### src/design/pmq_pkg.sv
// Shared constants and types for the pose to position and quaternion block.
package pmq_pkg;

   localparam int RotW   = 18;
   localparam int OffW   = 21;
   localparam int TrW    = 32;
   localparam int RadW   = 20;  // radicand range below 2^19, signed
   localparam int SqInW  = 36;  // clamped radicand shifted left by 16
   localparam int RootW  = 18;  // isqrt of a 36 bit value
   localparam int SqStep = 18;  // one result bit per step
   localparam int SumW   = 42;  // three 18x21 products summed

   localparam logic [1:0] CsrOffX = 2'd0;
   localparam logic [1:0] CsrOffY = 2'd1;
   localparam logic [1:0] CsrOffZ = 2'd2;

   localparam logic signed [OffW-1:0] OffXReset = 21'sd0;
   localparam logic signed [OffW-1:0] OffYReset = -21'sd6554;
   localparam logic signed [OffW-1:0] OffZReset = -21'sd13107;

   // State of one restoring square root carried between stages
   typedef struct packed {
      logic [SqInW-1:0] rem;
      logic [RootW-1:0] root;
      logic [SqInW-1:0] num;
   } sq_state_type;

endpackage

### src/design/pmq_position.sv
// Position datapath: products, sum with rounding, translation add, saturation.
module pmq_position #(
   parameter int Depth = 18
) (
   input  logic                            clock,
   input  logic                            enable,
   input  logic signed [pmq_pkg::RotW-1:0] ra,
   input  logic signed [pmq_pkg::RotW-1:0] rb,
   input  logic signed [pmq_pkg::RotW-1:0] rc,
   input  logic signed [pmq_pkg::TrW-1:0]  t,
   input  logic signed [pmq_pkg::OffW-1:0] off_x,
   input  logic signed [pmq_pkg::OffW-1:0] off_y,
   input  logic signed [pmq_pkg::OffW-1:0] off_z,
   output logic signed [pmq_pkg::TrW-1:0]  pos
);
   localparam int PW = pmq_pkg::RotW + pmq_pkg::OffW;
   localparam int RW = pmq_pkg::SumW - 16;

   logic signed [PW-1:0]              pa_ff, pb_ff, pc_ff;
   logic signed [pmq_pkg::TrW-1:0]    t1_ff;
   logic signed [pmq_pkg::SumW-1:0]   sum_in;
   logic signed [RW-1:0]              rnd_ff;
   logic signed [pmq_pkg::TrW-1:0]    t2_ff;
   logic signed [pmq_pkg::TrW:0]      tot;
   logic signed [pmq_pkg::TrW-1:0]    sat_in;
   logic signed [pmq_pkg::TrW-1:0]    dly_ff [Depth-2];

   always_comb begin
      sum_in = pmq_pkg::SumW'(pa_ff) + pmq_pkg::SumW'(pb_ff) + pmq_pkg::SumW'(pc_ff)
               + pmq_pkg::SumW'(32768);
      tot = (pmq_pkg::TrW+1)'(rnd_ff) + (pmq_pkg::TrW+1)'(t2_ff);
      if (tot > 33'sd2147483647) begin
         sat_in = 32'sh7FFFFFFF;
      end else if (tot < -33'sd2147483648) begin
         sat_in = 32'sh80000000;
      end else begin
         sat_in = tot[pmq_pkg::TrW-1:0];
      end
   end

   always_ff @(posedge clock) begin
      if (enable) begin
         pa_ff  <= PW'(ra) * PW'(off_x);
         pb_ff  <= PW'(rb) * PW'(off_y);
         pc_ff  <= PW'(rc) * PW'(off_z);
         t1_ff  <= t;
         rnd_ff <= sum_in[pmq_pkg::SumW-1:16];
         t2_ff  <= t1_ff;
         dly_ff[0] <= sat_in;
         for (int i = 1; i < Depth - 2; i++) begin
            dly_ff[i] <= dly_ff[i-1];
         end
      end
   end

   assign pos = dly_ff[Depth-3];
endmodule

### config.mk
export PLATFORM = sky130hd
export DESIGN_NAME = pmq_position
export DESIGN_NICKNAME = d
export VERILOG_FILES = /design/src/design/pmq_pkg.sv /design/src/design/pmq_position.sv
export SDC_FILE = /design/constraint.sdc
export NUM_CORES = 2
export LEC_CHECK = 0
export BUFFER_PORTS_ARGS = -buffer_cell sky130_fd_sc_hd__clkbuf_2
export CAP_MARGIN = 25
export CORE_MARGIN = 1.5
export CORE_UTILIZATION = 40
export CTS_CLUSTER_DIAMETER = 120
export CTS_CLUSTER_SIZE = 16
export DETAILED_ROUTE_END_ITERATION = 8
export SYNTH_ARGS = -nofsm -noshare
export SYNTH_HDL_FRONTEND = slang
export SYNTH_SLANG_ARGS = --single-unit
### constraint.sdc
create_clock -name clock -period 6.96 [get_ports clock]
set_clock_uncertainty 0.15 [all_clocks]
set_input_delay 0.348 -clock clock [delete_from_list [all_inputs] [get_ports clock]]
set_output_delay 0.348 -clock clock [all_outputs]
set_load 0.01 [all_outputs]
Yosys cells after proc, flatten, opt, wreduce, memory -nomap -nowiden. Memory sizes are Yosys's and may differ from the RTL's. Cells that the tools add are included.

Bits in registers: 207. Bits in latches: 0. RAM bits: 512. Bits in read-only memories: 0. Output and inout port bits: 32. Word-level logic and storage cells: 20. Memories: 1.

Memories: dly_ff (depth 16, bits a word 32, rd ports 16, clocked after Yosys merged registers in 0, write ports 16, RTL line pmq_position.sv:26) `logic signed [pmq_pkg::TrW-1:0] dly_ff [Depth-2];`.

$add $sub $neg: 4. Multiply operators: 3. Divide/modulo/power cells: 0. Magnitude comparators: 2. Equal/unequal tests: 0. Shift-type cells: 0. Muxes and demuxes: 4. Bitwise operators: 0. Reductions and logical operators: 0.

Operators by type and width (number): multiplier 18 x 21 -> 39 bit (3); two-way mux 32 bit (2); adder 41 x 17 -> 42 bit (second input constant) (1); adder 40 x 39 -> 41 bit (1); adder 39 x 39 -> 40 bit (1); adder 26 x 32 -> 33 bit (1); greater-than comparator 33 x 32 -> 1 bit (second input constant) (1); less-than comparator 33 x 32 -> 1 bit (second input constant) (1); two-way mux 1 bit (2).

Logic depth before layout (Yosys ltp).
Depth after elaboration: 4. Mapped depth: 26. Gate-level depth less buffers: 24.

Least setup slack after synthesis. Ideal clock, no wire load.

Kind: input port to flip-flop. From: input port off_z[14] (netlist bit). To: register pc_ff[35] (data pin). Library setup time: 261 ps. Arrival time: 6319 ps. Path slack: 230 ps. Cell stages on the path: 24. Cells stage by stage: clkbuf_1 clkbuf_1 nand2_1 fa_1 inv_1 fa_1 inv_1 fa_1 inv_1 fa_1 fa_1 inv_1 fa_1 inv_1 ha_1 a21o_1 a21o_1 a221o_1 o211ai_1 a21oi_1 nor3_1 nor4b_2 o2111a_1 a311o_1.

Cells in the longest elaborated chain, start to end: 1.

RTL lines: start: declaration (RTL line pmq_position.sv:13) `input logic signed [pmq_pkg::OffW-1:0] off_z,`; multiplier 18 x 21 -> 39 bit (RTL line pmq_position.sv:45) `pc_ff <= PW'(rc) * PW'(off_z);`; end signal: assignment (RTL line pmq_position.sv:45); end: declaration (RTL line pmq_position.sv:19) `logic signed [PW-1:0] pa_ff, pb_ff, pc_ff;`.

No other way between the ends. A chain may end at the register's enable or synchronous reset.

Worst setup path in the final report.
From: input port ra[6] (netlist bit). To: register pa_ff[38] (data pin).

Cells in the longest elaborated chain, start to end: 1.

RTL lines: start: declaration (RTL line pmq_position.sv:7) `input logic signed [pmq_pkg::RotW-1:0] ra,`; multiplier 18 x 21 -> 39 bit (RTL line pmq_position.sv:43) `pa_ff <= PW'(ra) * PW'(off_x);`; end signal: assignment (RTL line pmq_position.sv:43); end: declaration (RTL line pmq_position.sv:19).

No other way between the ends.

==> metrics.cfg <==
[layout]
layout-drive-gt1-share_pct=8.54
areaGrowthSynthToFinish_pct=9.64
fill_cells=15513
layout.cells.most_common=inv_1
final_area_sq_um=73500
multi_input_area_sq_um=39600
final_nets=7868
layout_common_cells=inv_1 (1318), fa_1 (1170), nand2_1 (767)
register_area_sq_um=21600

[min_path]
worst_hold_startpoint=enable
worst_hold_path.endpoint=dly_ff[15][6]
min_path_cells=1
hold_class=primary input to flop

[sta]
max_freq_mhz=153
slew_violations=0
setup_viol=0
hold_viol=0
finalCritPeriodShare_pct=93.7
min_period_ps=6520
worstMarginPinSlew_ps=1020
hold_ws_ps=111
maxSlewHeadroom_pct=31.7
rsz0062_at_grt=no

[synth]
synth.distinct_cells=70
ys_seq_area_share_pct=32.2
syn_nets=7581
yosys_warnings=0
syn_area_per_cell_sq_um=11.5
synth_top_flop_cell=edfxtp_1
netlist_instances=5854
synth_async_sr_flop_share_pct=0
syn-cell-area_sq_um=67000
ys_ff_latch=719
synth_edf_count=719

[detailed_routing]
antenna_left=0
met1_length_um=60900
drc=0
wl_met3_um=6350
highest_layer=met5
firstDrtPassIters=6
vias=40228
wl_per_cell_um=16.8
routed_wl_um=140000
routed-wl-met2_um=69600
via_per_inst=4.82
drt_iter0_drc=2208

[place]
gp_congestion=0.877
hpwl_um=116000
port_buffers=182
placed_area_sq_um=71800

[floorplan]
start_util_pct=40.2
ioPinCount=183
die_x_um=412
dieArea_sq_um=170000
core_area_sq_um=167000
num_rows=150
die_h_um=412

[worst_setup_path]
rr_startpoint=pb_ff[4]
path_max_fanout=14
crit_start=ra[6]
critPathLaunchType=primary input
rrSetupSlack_ps=2140
cp.arrival_ps=6760
critPathKind=primary input to flop
required_ps=7200
worstRegToRegCells=13
crit_path_end_kind=flop
rr_endpoint=rnd_ff[25]

[clock_tree]
cts_tree=yes
clock_latency_ps=620
post_cts_resized=0
clock-sinks=719
clock-root-buffer=clkbuf_16
cts_buffers=52
clkTransAtPathRegs_ps=70
htree_levels=2
cts_buffer_depth=3

[global_routing]
gr-total-overflow=0
antenna_found_initial=10
grt_pass1_vias=43270
track_usage_pct=17.0
grt_max_degree=179
grt_pass1_wl_um=230000

[flow_run]
cap_viol_max_count=0

[run_status]
status=finished clean

metrics by stage:
step | TNS [ps] | setup slack, ps | utilization [%] | std cells
floorplan | 0 | 230 | - | 5854
finish | 0 | 438 | 44.1 | 8353
global route | 0 | 134 | 44.1 | 8353
detailed placement | -233 | -81.3 | 43.0 | 8259
global placement | 0 | 11.1 | 43.0 | 8259
CTS | 0 | 547 | 44.0 | 8348
timing repair:
item | in CTS | in global routing
setup buffers | 0 | 0
hold endpoints to repair | 32 | 0
hold buffers | 32 | 0
routing by layer:
metal / global-route usage, % / up-vias
met5: 0 / -
met4: 4.18 / 6
met3: 1.99 / 168
met1: 23.0 / 20650
met2: 29.1 / 895
li1: - / 18509
critical path, cell delays in order:
cell      delay [ps]
clkbuf_2         380
nand2_1          150
fa_1             560
inv_1             50
fa_1             460
fa_1             510
inv_1             50
fa_1             540
inv_1             60
fa_1             510
fa_1             450
ha_1             400
a21o_1           190
a21o_1           160
a21oi_1          310
o221ai_1         260
a211oi_1         280
o31a_1           240
o31a_1           190
a21oi_1          120
and4_1           220
nor3_1           300
layout make-up:
cell class | instances | share of cell area (%)
clock buffer | 52 | 1.77
sequential | 719 | 29.4
timing repair buffer | 451 | 4.31
tap | 2204 | 3.75
multi-input combinational | 3599 | 53.9
clock inverter | 5 | 0.119
inverter | 1318 | 6.73
antenna | 5 | 0.0170
Yosys cell counts, types with 3 or more instances:
cell	n	area share, %
and4_1	5	0.065
nor3_1	20	0.15
a21o_1	60	0.67
nand4_1	8	0.075
xor2_1	34	0.44
clkbuf_1	209	1.2
a31oi_1	19	0.18
a211oi_1	21	0.24
a221oi_1	5	0.065
o221ai_1	3	0.039
o31a_1	4	0.052
a211o_1	7	0.091
nor2_1	112	0.63
nor4_1	3	0.028
ha_1	406	7.6
o31ai_1	11	0.12
buf_4	3	0.034
fa_1	1170	35
o21a_1	19	0.21
buf_6	5	0.084
nand2_1	767	4.3
and2_1	389	3.6
or2_2	4	0.037
or3_1	5	0.047
maj3_2	29	0.49
o21bai_1	13	0.15
and3_1	14	0.13
nor2b_1	32	0.30
xnor2_1	126	1.6
nand2b_1	38	0.35
o311ai_0	3	0.039
o21ai_0	66	0.49
nand3_1	29	0.22
o41ai_1	3	0.039
edfxtp_1	719	32
inv_1	1318	7.4
nand3b_1	5	0.056
o211ai_1	8	0.090
a21oi_1	120	0.90
flip-flops by register name, indices dropped and copies added (netlist names):
register,count
dly_ff,512
pa_ff,39
pb_ff,39
pc_ff,39
rnd_ff,26
t1_ff,32
t2_ff,32
how the worst max path moves through the flow:
stage	end	cells past startpoint
3_3_place_gp	pa_ff[38]	22
4_1_cts	pa_ff[38]	22
2_1_floorplan	pc_ff[35]	24
3_5_place_dp	pa_ff[38]	22
5_1_grt	pa_ff[38]	24
6_report	pa_ff[38]	22
cell families (layout without fill, tap and decap cells):
group	after synthesis	after routing	share of synthesized area [%]
multiplexers	4	4	0.0635
flip-flops	719	719	32.2
buffers and inverters	1536	1826	8.68
AO/OA/AOI/OAI	391	391	3.84
adder cells (fa/ha/maj)	1607	1607	43.0
other	0	5	0
XOR/XNOR	160	160	2.09
AND/OR/NAND/NOR	1437	1437	10.1
Power is left out: the tool's default activity adds up to more than one toggle a clock period on the data nets, which glitch-free logic cannot reach.
